[src/hdl/bilateral_normal_smoother_assert.svh]
// Assertion macros for the bilateral normal smoother.
// Included by modules that carry concurrent checks; needs no package.
`ifndef BILATERAL_NORMAL_SMOOTHER_ASSERT_SVH
`define BILATERAL_NORMAL_SMOOTHER_ASSERT_SVH
`ifndef NO_ASSERTIONS
`define BNS_ASSERT_IMP(lbl, clk, rst, ante, cons) \
   lbl: assert property (@(posedge clk) disable iff (rst) (ante) |-> (cons)) \
      else $error("bns check failed");
`define BNS_ASSERT_NEXT(lbl, clk, rst, ante, cons) \
   lbl: assert property (@(posedge clk) disable iff (rst) (ante) |=> (cons)) \
      else $error("bns check failed");
`else
`define BNS_ASSERT_IMP(lbl, clk, rst, ante, cons)
`define BNS_ASSERT_NEXT(lbl, clk, rst, ante, cons)
`endif
`endif

[src/hdl/bns_pkg.sv]
// Shared constants, types and exponential table builders for the smoother.
// No dependencies; used by the interfaces, controller, datapath and top level.
package bns_pkg;
   localparam int MAX_NEIGHBORS_DEF  = 64;
   localparam int EXP_TABLE_BITS_DEF = 10;

   localparam int CSR_INDEX_W = 8;
   localparam int COEFF_W     = 32;
   localparam logic [CSR_INDEX_W-1:0] REG_DIST_COEFF  = 8'd0;
   localparam logic [CSR_INDEX_W-1:0] REG_ANGLE_COEFF = 8'd1;
   localparam logic [COEFF_W-1:0]     COEFF_RESET     = 32'd65536;

   localparam int POS_W = 24;
   localparam int NRM_W = 16;
   localparam int ACC_W = 48;
   localparam int WGT_W = 27;
   localparam int TAB_W = 31;

   localparam int EXP_INT_LIMIT = 19;
   localparam int EXP_N_W       = 5;
   localparam logic [ACC_W-1:0] WEIGHT_THRESHOLD = 48'd67;

   localparam int DIV_STEPS = ACC_W;
   localparam int DIV_CNT_W = 6;
   localparam logic [1:0] AXIS_LAST = 2'd2;

   typedef logic [TAB_W-1:0] int_tab_type [EXP_INT_LIMIT];

   typedef struct packed {
      logic       item_load;
      logic       centre_load;
      logic       axis_step;
      logic [1:0] axis;
      logic       om_step;
      logic       prod_step;
      logic       esum_step;
      logic       rom_step;
      logic       wgt_step;
      logic       acc_step;
      logic       div_start;
      logic       div_step;
      logic       out_load;
      logic       out_quot;
   } dp_cmd_type;

   typedef struct packed {
      logic above_thresh;
   } dp_status_type;

   // exp(-x), x and result in Q.30, by a 25-term integer series
   function automatic logic [TAB_W-1:0] exp_neg_q30(input logic [63:0] x);
      logic signed [63:0] sum;
      logic [63:0]        term;
      sum  = 64'sd1073741824;
      term = 64'd1073741824;
      for (int n = 1; n <= 24; n++) begin
         term = ((term * x) >> 30) / 64'(n);
         if (n % 2 == 1) begin
            sum = sum - $signed(term);
         end else begin
            sum = sum + $signed(term);
         end
      end
      if (sum < 0) begin
         sum = 64'sd0;
      end
      if (sum > 64'sd1073741824) begin
         sum = 64'sd1073741824;
      end
      return TAB_W'(sum);
   endfunction

   function automatic int_tab_type build_int_exp();
      int_tab_type t;
      logic [63:0] e1;
      e1   = 64'(exp_neg_q30(64'd1073741824));
      t[0] = TAB_W'(64'd1073741824);
      for (int k = 1; k < EXP_INT_LIMIT; k++) begin
         t[k] = TAB_W'((64'(t[k-1]) * e1) >> 30);
      end
      return t;
   endfunction

   localparam int_tab_type INT_EXP = build_int_exp();
endpackage

[src/hdl/bns_ctrl.sv]
// Sequencing controller: steps one item through the datapath, runs the divider.
// Depends on bns_pkg and bilateral_normal_smoother_assert.svh.
`include "bilateral_normal_smoother_assert.svh"
module bns_ctrl #(
   parameter int MAX_NEIGHBORS = bns_pkg::MAX_NEIGHBORS_DEF
) (
   input  logic                   clock,
   input  logic                   reset,
   input  logic                   req_valid,
   input  logic                   req_opcode,
   input  logic                   req_last,
   output logic                   req_ready,
   input  logic                   rsp_ready,
   output logic                   rsp_valid,
   output bns_pkg::dp_cmd_type    cmd,
   input  bns_pkg::dp_status_type status
);
   localparam int NB_W = $clog2(MAX_NEIGHBORS + 1);

   typedef enum logic [3:0] {
      ST_IDLE, ST_AXIS, ST_OMEGA, ST_PROD, ST_ESUM, ST_ROM, ST_WGT, ST_ACCUM,
      ST_CHECK, ST_DIV, ST_EMIT
   } state_type;

   state_type                      state_ff, state_in;
   logic [1:0]                     axis_ff, axis_in;
   logic [bns_pkg::DIV_CNT_W-1:0]  div_cnt_ff, div_cnt_in;
   logic [NB_W-1:0]                nb_count_ff, nb_count_in;
   logic                           last_ff, last_in;
   logic                           quot_ff, quot_in;
   logic                           rsp_valid_ff, rsp_valid_in;

   always_comb begin
      state_in     = state_ff;
      axis_in      = axis_ff;
      div_cnt_in   = div_cnt_ff;
      nb_count_in  = nb_count_ff;
      last_in      = last_ff;
      quot_in      = quot_ff;
      rsp_valid_in = rsp_valid_ff && !rsp_ready;
      cmd          = '0;
      cmd.axis     = axis_ff;
      cmd.out_quot = quot_ff;
      unique case (state_ff)
         ST_IDLE: begin
            if (req_valid) begin
               cmd.item_load = 1'b1;
               last_in       = req_last;
               if (!req_opcode) begin
                  cmd.centre_load = 1'b1;
                  nb_count_in     = '0;
                  state_in        = ST_CHECK;
               end else if (nb_count_ff < NB_W'(MAX_NEIGHBORS)) begin
                  nb_count_in = nb_count_ff + NB_W'(1);
                  axis_in     = '0;
                  state_in    = ST_AXIS;
               end else begin
                  state_in = ST_CHECK;
               end
            end
         end
         ST_AXIS: begin
            cmd.axis_step = 1'b1;
            if (axis_ff == bns_pkg::AXIS_LAST) begin
               state_in = ST_OMEGA;
            end else begin
               axis_in = axis_ff + 2'd1;
            end
         end
         ST_OMEGA: begin
            cmd.om_step = 1'b1;
            state_in    = ST_PROD;
         end
         ST_PROD: begin
            cmd.prod_step = 1'b1;
            state_in      = ST_ESUM;
         end
         ST_ESUM: begin
            cmd.esum_step = 1'b1;
            state_in      = ST_ROM;
         end
         ST_ROM: begin
            cmd.rom_step = 1'b1;
            state_in     = ST_WGT;
         end
         ST_WGT: begin
            cmd.wgt_step = 1'b1;
            state_in     = ST_ACCUM;
         end
         ST_ACCUM: begin
            cmd.acc_step = 1'b1;
            state_in     = ST_CHECK;
         end
         ST_CHECK: begin
            if (!last_ff) begin
               state_in = ST_IDLE;
            end else if (status.above_thresh) begin
               cmd.div_start = 1'b1;
               div_cnt_in    = '0;
               state_in      = ST_DIV;
            end else begin
               quot_in  = 1'b0;
               state_in = ST_EMIT;
            end
         end
         ST_DIV: begin
            cmd.div_step = 1'b1;
            if (div_cnt_ff == bns_pkg::DIV_CNT_W'(bns_pkg::DIV_STEPS - 1)) begin
               quot_in  = 1'b1;
               state_in = ST_EMIT;
            end else begin
               div_cnt_in = div_cnt_ff + bns_pkg::DIV_CNT_W'(1);
            end
         end
         ST_EMIT: begin
            if (!rsp_valid_ff || rsp_ready) begin
               cmd.out_load = 1'b1;
               rsp_valid_in = 1'b1;
               state_in     = ST_IDLE;
            end
         end
         default: state_in = ST_IDLE;
      endcase
   end

   always_ff @(posedge clock) begin
      if (reset) begin
         state_ff     <= ST_IDLE;
         axis_ff      <= '0;
         div_cnt_ff   <= '0;
         nb_count_ff  <= '0;
         last_ff      <= 1'b0;
         quot_ff      <= 1'b0;
         rsp_valid_ff <= 1'b0;
      end else begin
         state_ff     <= state_in;
         axis_ff      <= axis_in;
         div_cnt_ff   <= div_cnt_in;
         nb_count_ff  <= nb_count_in;
         last_ff      <= last_in;
         quot_ff      <= quot_in;
         rsp_valid_ff <= rsp_valid_in;
      end
   end

   assign req_ready = (state_ff == ST_IDLE);
   assign rsp_valid = rsp_valid_ff;

   `BNS_ASSERT_IMP(a_nb_bound, clock, reset, 1'b1, nb_count_ff <= NB_W'(MAX_NEIGHBORS))
   `BNS_ASSERT_NEXT(a_centre_clr, clock, reset, req_valid && req_ready && !req_opcode, nb_count_ff == '0)
   `BNS_ASSERT_IMP(a_div_last, clock, reset, state_ff == ST_DIV, last_ff)
endmodule

[config.mk]
export PLATFORM = sky130hd
export DESIGN_NAME = bns_ctrl
export DESIGN_NICKNAME = d
export VERILOG_FILES = /design/src/hdl/bns_pkg.sv /design/src/hdl/bns_ctrl.sv
export VERILOG_INCLUDE_DIRS = /design/src /design/src/hdl
export SDC_FILE = /design/constraint.sdc
export NUM_CORES = 1
export LEC_CHECK = 0
export BUFFER_PORTS_ARGS = -buffer_cell sky130_fd_sc_hd__buf_2
export CAP_MARGIN = 20
export CORE_MARGIN = 1
export CORE_UTILIZATION = 55
export CTS_BUF_LIST = sky130_fd_sc_hd__clkbuf_4
export DETAILED_ROUTE_END_ITERATION = 10
export PLACE_DENSITY = 0.79
export SLEW_MARGIN = 20
export SYNTH_ARGS = -nofsm -noshare
export SYNTH_HDL_FRONTEND = slang
export SYNTH_SLANG_ARGS = --single-unit
[constraint.sdc]
create_clock -name clock -period 2.9 [get_ports clock]
set_clock_uncertainty 0.15 [all_clocks]
set_input_delay 0.29 -clock clock [delete_from_list [all_inputs] [get_ports clock]]
set_output_delay 0.29 -clock clock [all_outputs]
set_load 0.005 [all_outputs]
==> flow_summary.json, run 1 <==
{
  "coreArea_um2": 2060,
  "hpwlAfterDp_um": 1930,
  "seq_power_share_pct": 45.6,
  "synth_commonest_cells": "dfxtp_1 (22), nand2_1 (14), a21oi_1 (13)",
  "synthTopCellsByArea": "dfxtp_1 (35%), a21oi_1 (5.2%), o21ai_0 (4.8%)",
  "utilization_pct": 67.8,
  "gp_congestion": 0.902,
  "fin_crit_ns": 2.31,
  "stdcell_count": 205,
  "power.total_mw": 0.893,
  "vias_per_cell": 6.04,
  "synth_edf_count": 0,
  "wl_met1_um": 1280,
  "drt-total-wl_um": 2600,
  "drtIter0Drc": 47,
  "avgRoutedWirePerCell_um": 12.7,
  "start_util_pct": 61.2,
  "die_area_um2": 2490,
  "pre_cts_ws_ns": 0.703,
  "nNetsFinal": 190,
  "switching_share_pct": 39.5,
  "p_switching_mw": 0.353,
  "finalHoldViolCount": 0,
  "h-tree-depth": 1,
  "drive_gt1_share_pct": 18.0,
  "nFillCells": 162,
  "wl_met2_um": 1110,
  "peakVddDrop_v": 0.000468,
  "drv_slew": 0,
  "fmax_mhz": 433,
  "area.growth.synth_to_final_pct": 10.7,
  "async_reset_ff_share_pct": 0,
  "worst_pin_slew_ns": 0.533,
  "antenna_left": 0,
  "power.density_nw_per_um2": 639,
  "fin_tns_setup_ns": 0,
  "cts_tree": "yes",
  "io_buffers": 23,
  "highest_layer": "met4",
  "worstSkewPairLatency_ns": 0.31,
  "antenna_found_initial": 0,
  "combPwrFrac_pct": 38.7,
  "drc_errors": 0,
  "synth_cell_types": 44,
  "clkSinkCount": 22,
  "cts_buffers": 3,
  "worstSetupStartpointType": "flop",
  "grt-ovfl-total": 0,
  "synth.net_count": 170,
  "cts.path.max_buffers": 2,
  "die_w_um": 49.9,
  "crit_arrival_ns": 1.87,
  "grt_pass1_vias": 982,
  "dieHeight_um": 49.9,
  "dpl.cell_count": 202,
  "syn_area_um2": 1260,
  "required_ns": 2.46,
  "yosys.area.top_type": "dfxtp_1",
  "synthesis.instances": 160,
  "worst-path-max-fanout": 15,
  "synth_most_common_cell": "dfxtp_1",
  "place_area_um2": 1380,
  "dr_total_vias": 1239,
  "status": "complete, no violations",
  "netlist.area_leader.share_pct": 34.9,
  "grt_max_degree": 19,
  "cts_root_buffer": "clkbuf_4",
  "crit_type": "flop to output pin",
  "ios": 24,
  "dr.pass1.iters": 4,
  "cts.clk_slew.worst_paths_ns": 0.12,
  "power.share.clock_pct": 15.7,
  "min_period_over_period_pct": 79.7,
  "cts_resized": 0,
  "ys.flop_type": "dfxtp_1",
  "end_kind": "output pin",
  "hold_class": "primary input to flop",
  "layout_setup_ws_ns": 0.588,
  "stdcell_area_um2": 1400,
  "antenna_cells": 0,
  "yosysSeqAreaShare_pct": 34.9,
  "relSlewSlack_pct": 64.4,
  "hold_slack_ns": 0.108,
  "ys_warn_count": 0,
  "track_usage_pct": 21.8,
  "post-cts-setup-buffers": 0,
  "cap_violations": 0,
  "rsz0062_at_grt": "false",
  "rows": 16,
  "ys_ff_latch": 22,
  "leakagePower_nw": 0.550,
  "wl_met3_um": 164,
  "setup_viol": 0,
  "grt_first_pass_wirelength_um": 4240,
  "syn_avg_cell_area_um2": 7.89,
  "intPower_mw": 0.540,
  "hold_buffers": 0
}
==> state kept, by name, summed over array words and instances (netlist names) <==
signal       cells
last_ff          1
state_ff         4
rsp_valid        1
axis_ff          2
quot_ff          1
nb_count_ff      7
div_cnt_ff       6
==> routing by layer <==
metal / vias to the layer above / track usage [%]
li1: 621 / -
met1: 558 / 32.0
met2: 53 / 32.0
met3: 7 / 3.09
met4: 0 / 8.10
met5: - / 0
==> cells by family (layout without fill, tap and decap cells) <==
family                   Yosys count  after routing  share of synthesized area [%]
AND/OR/NAND/NOR                   69             69                           30.8
AO/OA/AOI/OAI                     42             42                           20.5
flip-flops                        22             22                           34.9
buffers and inverters             18             36                           6.24
adder cells (fa/ha/maj)            3              3                           2.97
XOR/XNOR                           3              3                           2.08
multiplexers                       3              3                           2.48
==> power by group through the flow <==
stage	registers (mW)	logic, mW	clock network [mW]
2_1_floorplan	0.362	0.305	0
3_3_place_gp	0.409	0.335	0
3_5_place_dp	0.413	0.343	0
4_1_cts	0.406	0.345	0.140
5_1_grt	0.417	0.385	0.151
6_report	0.407	0.346	0.140
==> critical path, stage by stage (launching register included) <==
cell and delay, ns:
dfxtp_1 0.46, or4_4 0.62, clkinv_2 0.12, nand2_1 0.14, nor2_1 0.11, buf_2 0.11
==> final timing paths <==
kind                      start  slack, ns             to  cells past startpoint
setup / recovery    state_ff[3]       0.59        cmd[13]                      5
hold / removal         req_last       0.11        last_ff                      3
setup reg to reg    state_ff[0]       0.64     axis_ff[1]                      4
hold reg to reg   div_cnt_ff[1]       0.34  div_cnt_ff[1]                      2
==> cell type report <==
class	instances	area, um^2	share of cell area (%)
Multi-Input combinational cell	120	743	53.2
Sequential cell	22	440	31.5
Inverter	9	35.0	2.51
Timing Repair Buffer	24	123	8.77
Tap cell	27	33.8	2.42
Clock buffer	3	22.5	1.61
==> layout by cell type, fill, tap and decap left out, types with 2 or more instances in the layout <==
master / n
nand2b_1: 8
xnor2_1: 2
a211oi_1: 2
o21ai_0: 12
or3_1: 4
nor2_1: 11
ha_1: 3
nor3_1: 7
nand3_1: 5
a21oi_1: 13
mux2i_1: 2
clkbuf_4: 3
inv_1: 8
or4_1: 3
nor4_1: 2
a311oi_1: 3
a2bb2oi_1: 2
o31ai_1: 3
nand2_1: 14
buf_2: 23
dfxtp_1: 22
nand4_1: 4
and3_1: 2
(Power assumes the default switching activity.)
==> run 2: changes to the inputs <==
==> constraint.sdc (replaced) <==
create_clock -name clock -period 2.27 [get_ports clock]
set_clock_uncertainty 0.15 [all_clocks]
set_input_delay 0.227 -clock clock [delete_from_list [all_inputs] [get_ports clock]]
set_output_delay 0.227 -clock clock [all_outputs]
set_load 0.005 [all_outputs]
==> run 2 against run 1 <==
  * Die area stayed put
  * Critical path type unchanged
  * Setup slack worse by 0.49 ns
  * Non-clock buffer count up 4
  * Critical path depth stayed put
  * Combinational power rose by 55%
  * Count of clock-buffer cells in the layout stayed put
  * Cell area grew 2.1%
  * Sequential cell count unchanged
  * Via count increased by 2.7%
  * Utilization is 1.5 points higher
  * Critical endpoint is now cmd[3]
==> flow_summary.json, run 2 (same netlist as run 1, synthesis figures left out) <==
{
  "dr.pass1.iters": 4,
  "combPwrFrac_pct": 45.2,
  "p_switching_mw": 0.475,
  "hold_class": "primary input to flop",
  "dr_total_vias": 1272,
  "power.total_mw": 1.19,
  "setup_viol": 0,
  "end_kind": "output pin",
  "rsz0062_at_grt": "false",
  "highest_layer": "met4",
  "wl_met2_um": 1420,
  "top_regs": "nb_count_ff x7, div_cnt_ff x6, state_ff x4",
  "worstSkewPairLatency_ns": 0.31,
  "nFillCells": 174,
  "crit_type": "flop to output pin",
  "antenna_cells": 0,
  "cts_root_buffer": "clkbuf_4",
  "drv_slew": 0,
  "area.growth.synth_to_final_pct": 13.1,
  "clkSinkCount": 22,
  "nNetsFinal": 194,
  "track_usage_pct": 26.4,
  "antenna_left": 0,
  "hold_slack_ns": 0.0339,
  "cts.path.max_buffers": 2,
  "layout_setup_ws_ns": 0.0935,
  "grt_pass1_vias": 1134,
  "drt-total-wl_um": 3020,
  "power.share.clock_pct": 15.1,
  "post-cts-setup-buffers": 0,
  "drive_gt1_share_pct": 19.8,
  "power.density_nw_per_um2": 833,
  "crit_arrival_ns": 1.80,
  "pre_cts_ws_ns": 0.193,
  "hpwlAfterDp_um": 2250,
  "fmax_mhz": 459,
  "worst-path-max-fanout": 12,
  "gp_congestion": 0.937,
  "intPower_mw": 0.714,
  "grt_first_pass_wirelength_um": 5110,
  "grt-ovfl-total": 0,
  "required_ns": 1.89,
  "avgRoutedWirePerCell_um": 14.4,
  "coreArea_um2": 2060,
  "hold_buffers": 0,
  "vias_per_cell": 6.09,
  "cts_tree": "yes",
  "relSlewSlack_pct": 63.3,
  "final_cell_mix": "buf_2 (23), dfxtp_1 (22), nand2_1 (14), a21oi_1 (13), o21ai_0 (12)",
  "drc_errors": 0,
  "min_period_over_period_pct": 95.9,
  "worst_pin_slew_ns": 0.544,
  "die_area_um2": 2490,
  "die_w_um": 49.9,
  "dieHeight_um": 49.9,
  "grt_max_degree": 17,
  "utilization_pct": 69.2,
  "wl_met1_um": 1320,
  "cap_violations": 0,
  "fin_tns_setup_ns": 0,
  "drtIter0Drc": 61,
  "cts_buffers": 3,
  "switching_share_pct": 39.9,
  "finalHoldViolCount": 0,
  "h-tree-depth": 1,
  "seq_power_share_pct": 39.7,
  "io_buffers": 23,
  "rows": 16,
  "cts.clk_slew.worst_paths_ns": 0.12,
  "status": "complete, no violations",
  "final_common_cell": "buf_2",
  "cts_resized": 0,
  "wl_met3_um": 249,
  "worstSetupStartpointType": "flop",
  "regMostFlops": "nb_count_ff",
  "start_util_pct": 61.2,
  "peakVddDrop_v": 0.000570,
  "antenna_found_initial": 0,
  "fin_crit_ns": 2.18,
  "ios": 24,
  "leakagePower_nw": 0.572,
  "largest_register_ffs": 7
}
## run 2: changes by cell type in the layout (fill, tap and decap cells not counted), sizes merged
cell	change
buf	+4
## run 2: path summary, 6_finish.rpt
path                                     from             end  slack [ns]  cells after the start
worst max-delay path              state_ff[1]          cmd[3]        0.09                      5
worst min-delay path                 req_last         last_ff        0.03                      3
worst max register to register    state_ff[2]  nb_count_ff[3]        0.19                      5
worst min register to register  div_cnt_ff[0]   div_cnt_ff[0]        0.35                      2
## run 2: routing by layer
layer	vias to the layer above	global-route usage, %
met5	-	0
met2	56	43.2
met1	580	36.0
met3	5	3.40
li1	631	-
met4	0	7.62
## run 2: per-stage QoR
stage | cell area (um^2) | std cells
4_1_cts | 1430 | 209
3_5_place_dp | 1410 | 206
3_3_place_gp | 1410 | 206
6_report | 1430 | 209
2_1_floorplan | 1260 | 160
5_1_grt | 1430 | 209
## run 2: area by class of cell
cell class | instances | area, um^2 | area share, %
Multi-Input combinational cell | 120 | 743 | 52.1
Inverter | 9 | 35.0 | 2.45
Tap cell | 27 | 33.8 | 2.37
Timing Repair Buffer | 28 | 153 | 10.7
Sequential cell | 22 | 440 | 30.9
Clock buffer | 3 | 22.5 | 1.58
## run 2: worst max-delay path, stage by stage, from the launching register on
cell      delay, ns
dfxtp_1        0.34
buf_4          0.18
nand2b_1       0.18
or4_1          0.54
inv_1          0.13
buf_2          0.12
## run 2: power by group through the flow
| stage | registers [mW] | logic (mW) | clock network [mW] |
|---|---|---|---|
| final | 0.472 | 0.538 | 0.179 |
| after global routing | 0.478 | 0.596 | 0.188 |
| after detailed placement | 0.481 | 0.530 | 0 |
| after floorplan | 0.462 | 0.390 | 0 |
| after global placement | 0.476 | 0.504 | 0 |
| after CTS | 0.472 | 0.535 | 0.177 |
==> run 3: changes to the inputs <==
--- a/config.mk
+++ b/config.mk
@@ -13,6 +13,7 @@
 export CTS_BUF_LIST = sky130_fd_sc_hd__clkbuf_4
 export DETAILED_ROUTE_END_ITERATION = 10
 export PLACE_DENSITY = 0.79
+export RECOVER_POWER = 100
 export SLEW_MARGIN = 20
 export SYNTH_ARGS = -nofsm -noshare
 export SYNTH_HDL_FRONTEND = slang
==> run 3 against run 2 <==
  * First-iteration DRC count fell by 9.8%
  * Routed wire length rose by 0.23%
  * Power fell by 0.32%
  * Die area did not move
  * Register-to-register slack got worse by 0.02 ns
  * Combinational power fell by 0.7%
  * Global-route usage did not move
  * Count of clock-buffer cells in the layout did not move
  * Worst hold slack improved by 0.0010 ns
  * Largest power group unchanged
  * Cell area fell by 0.88%
  * Setup slack got worse by 0.0049 ns
  * Utilization fell by 0.61 points
==> flow_summary.json, run 3 (same netlist as run 1, synthesis figures left out) <==
{
  "status": "complete, no violations",
  "cp-endpoint": "cmd[3]",
  "regMostFlops": "nb_count_ff",
  "cts_buffers": 3,
  "grt_first_pass_wirelength_um": 5110,
  "gp_congestion": 0.937,
  "fmax_mhz": 458,
  "cts_resized": 0,
  "avgRoutedWirePerCell_um": 14.5,
  "hpwlAfterDp_um": 2250,
  "drt-total-wl_um": 3020,
  "critPathMaxStageDelay_ns": 0.55,
  "fin_tns_setup_ns": 0,
  "cts.path.max_buffers": 2,
  "dieHeight_um": 49.9,
  "cp.depth": 5,
  "grt_pass1_vias": 1134,
  "critPathTopFamily": "simple AND/OR/NAND/NOR gates",
  "drv_slew": 0,
  "rrSetupSlack_ns": 0.17,
  "stdcell_count": 209,
  "nNetsFinal": 194,
  "worstSetupStartpointType": "flop",
  "hold_buffers": 0,
  "power.total_mw": 1.19,
  "path_cells": "buf_4 -> nand2b_1 -> or4_1 -> inv_1 -> buf_2",
  "cts_root_buffer": "clkbuf_4",
  "cts_tree": "yes",
  "grt-ovfl-total": 0,
  "startpoint": "state_ff[1]",
  "worstSkewPairLatency_ns": 0.31,
  "finalHoldViolCount": 0,
  "pre_cts_ws_ns": 0.193,
  "required_ns": 1.89,
  "drive_gt1_share_pct": 15.4,
  "worst_pin_slew_ns": 0.545,
  "track_usage_pct": 26.4,
  "setup_viol": 0,
  "hold_slack_ns": 0.0349,
  "drtIter0Drc": 55,
  "crit_path_top_delay_cell": "or4_1",
  "rsz0062_at_grt": "false",
  "h-tree-depth": 1,
  "cts.clk_slew.worst_paths_ns": 0.11,
  "end_kind": "output pin",
  "antenna_cells": 0,
  "grt_max_degree": 17,
  "antenna_found_initial": 0,
  "rows": 16,
  "layout_setup_ws_ns": 0.0886,
  "cp.buffers_inverters": 3,
  "min_period_over_period_pct": 96.1,
  "leakagePower_nw": 0.536,
  "vias_per_cell": 6.10,
  "cap_violations": 0,
  "final_common_cell": "dfxtp_1",
  "dr_total_vias": 1274,
  "crit_type": "flop to output pin",
  "antenna_left": 0,
  "dpl.cell_count": 206,
  "power.density_nw_per_um2": 838,
  "dr.pass1.iters": 4,
  "reg2reg_from": "state_ff[2]",
  "hold_class": "primary input to flop",
  "crit_arrival_ns": 1.80,
  "coreArea_um2": 2060,
  "die_w_um": 49.9,
  "relSlewSlack_pct": 63.3,
  "die_area_um2": 2490,
  "fin_crit_ns": 2.18,
  "place_area_um2": 1410,
  "worst-path-max-fanout": 12,
  "post-cts-setup-buffers": 0,
  "peakVddDrop_v": 0.000571,
  "r2r_end": "nb_count_ff[3]",
  "start_util_pct": 61.2,
  "worst_r2r_path_depth": 5,
  "clkSinkCount": 22,
  "io_buffers": 23,
  "area.growth.synth_to_final_pct": 12.1,
  "top_regs": "nb_count_ff x7, div_cnt_ff x6, state_ff x4",
  "drc_errors": 0,
  "ios": 24,
  "largest_register_ffs": 7,
  "final_cell_mix": "dfxtp_1 (22), nand2_1 (14), buf_2 (14), a21oi_1 (13), o21ai_0 (12)",
  "stdcell_area_um2": 1420,
  "utilization_pct": 68.6
}
-- run 3: cell count changes in the layout (fill, tap and decap cells not counted), sizes merged --
cell,previous run,this run
buf,28,18
clkbuf,3,13
-- run 3: area by class of cell --
cell class | count | area, um^2
clock buffer | 3 | 22.5
fill | 179 | 647
tap | 27 | 33.8
timing repair buffer | 28 | 140
sequential | 22 | 440
multi-input combinational | 120 | 743
inverter | 9 | 35.0
-- run 3: worst min path at each step --
stage | startpoint | endpoint | slack [ns] | cells past startpoint
after detailed placement | div_cnt_ff[0] | div_cnt_ff[0] | 0.33 | 2
after floorplan | reset | div_cnt_ff[2] | 0.15 | 1
final | req_last | last_ff | 0.03 | 3
after global routing | req_last | last_ff | 0.07 | 3
after CTS | req_last | last_ff | 0.04 | 3
after global placement | div_cnt_ff[1] | div_cnt_ff[1] | 0.32 | 2
-- run 3: worst register-to-register path: cells and delay by family, from the launching register on --
family / cells / cell delay [ns]
buffers and inverters: 1 / 0.12
AND/OR/NAND/NOR: 2 / 0.70
AO/OA/AOI/OAI: 2 / 0.59
flip-flops: 1 / 0.40
-- run 3: metal layers --
metal | GRT usage (%) | vias up | routed length, um
met3 | 3.40 | 5 | 247
met4 | 7.62 | 0 | 27
met2 | 43.2 | 58 | 1420
met1 | 36.0 | 579 | 1320
li1 | - | 632 | -
met5 | 0 | - | 0
-- run 3: where the power goes --
| part | total (mW) | internal, mW | switching (mW) |
|---|---|---|---|
| sequential | 0.474 | 0.426 | 0.0475 |
| combinational | 0.534 | 0.220 | 0.314 |
| clock | 0.177 | 0.0620 | 0.115 |
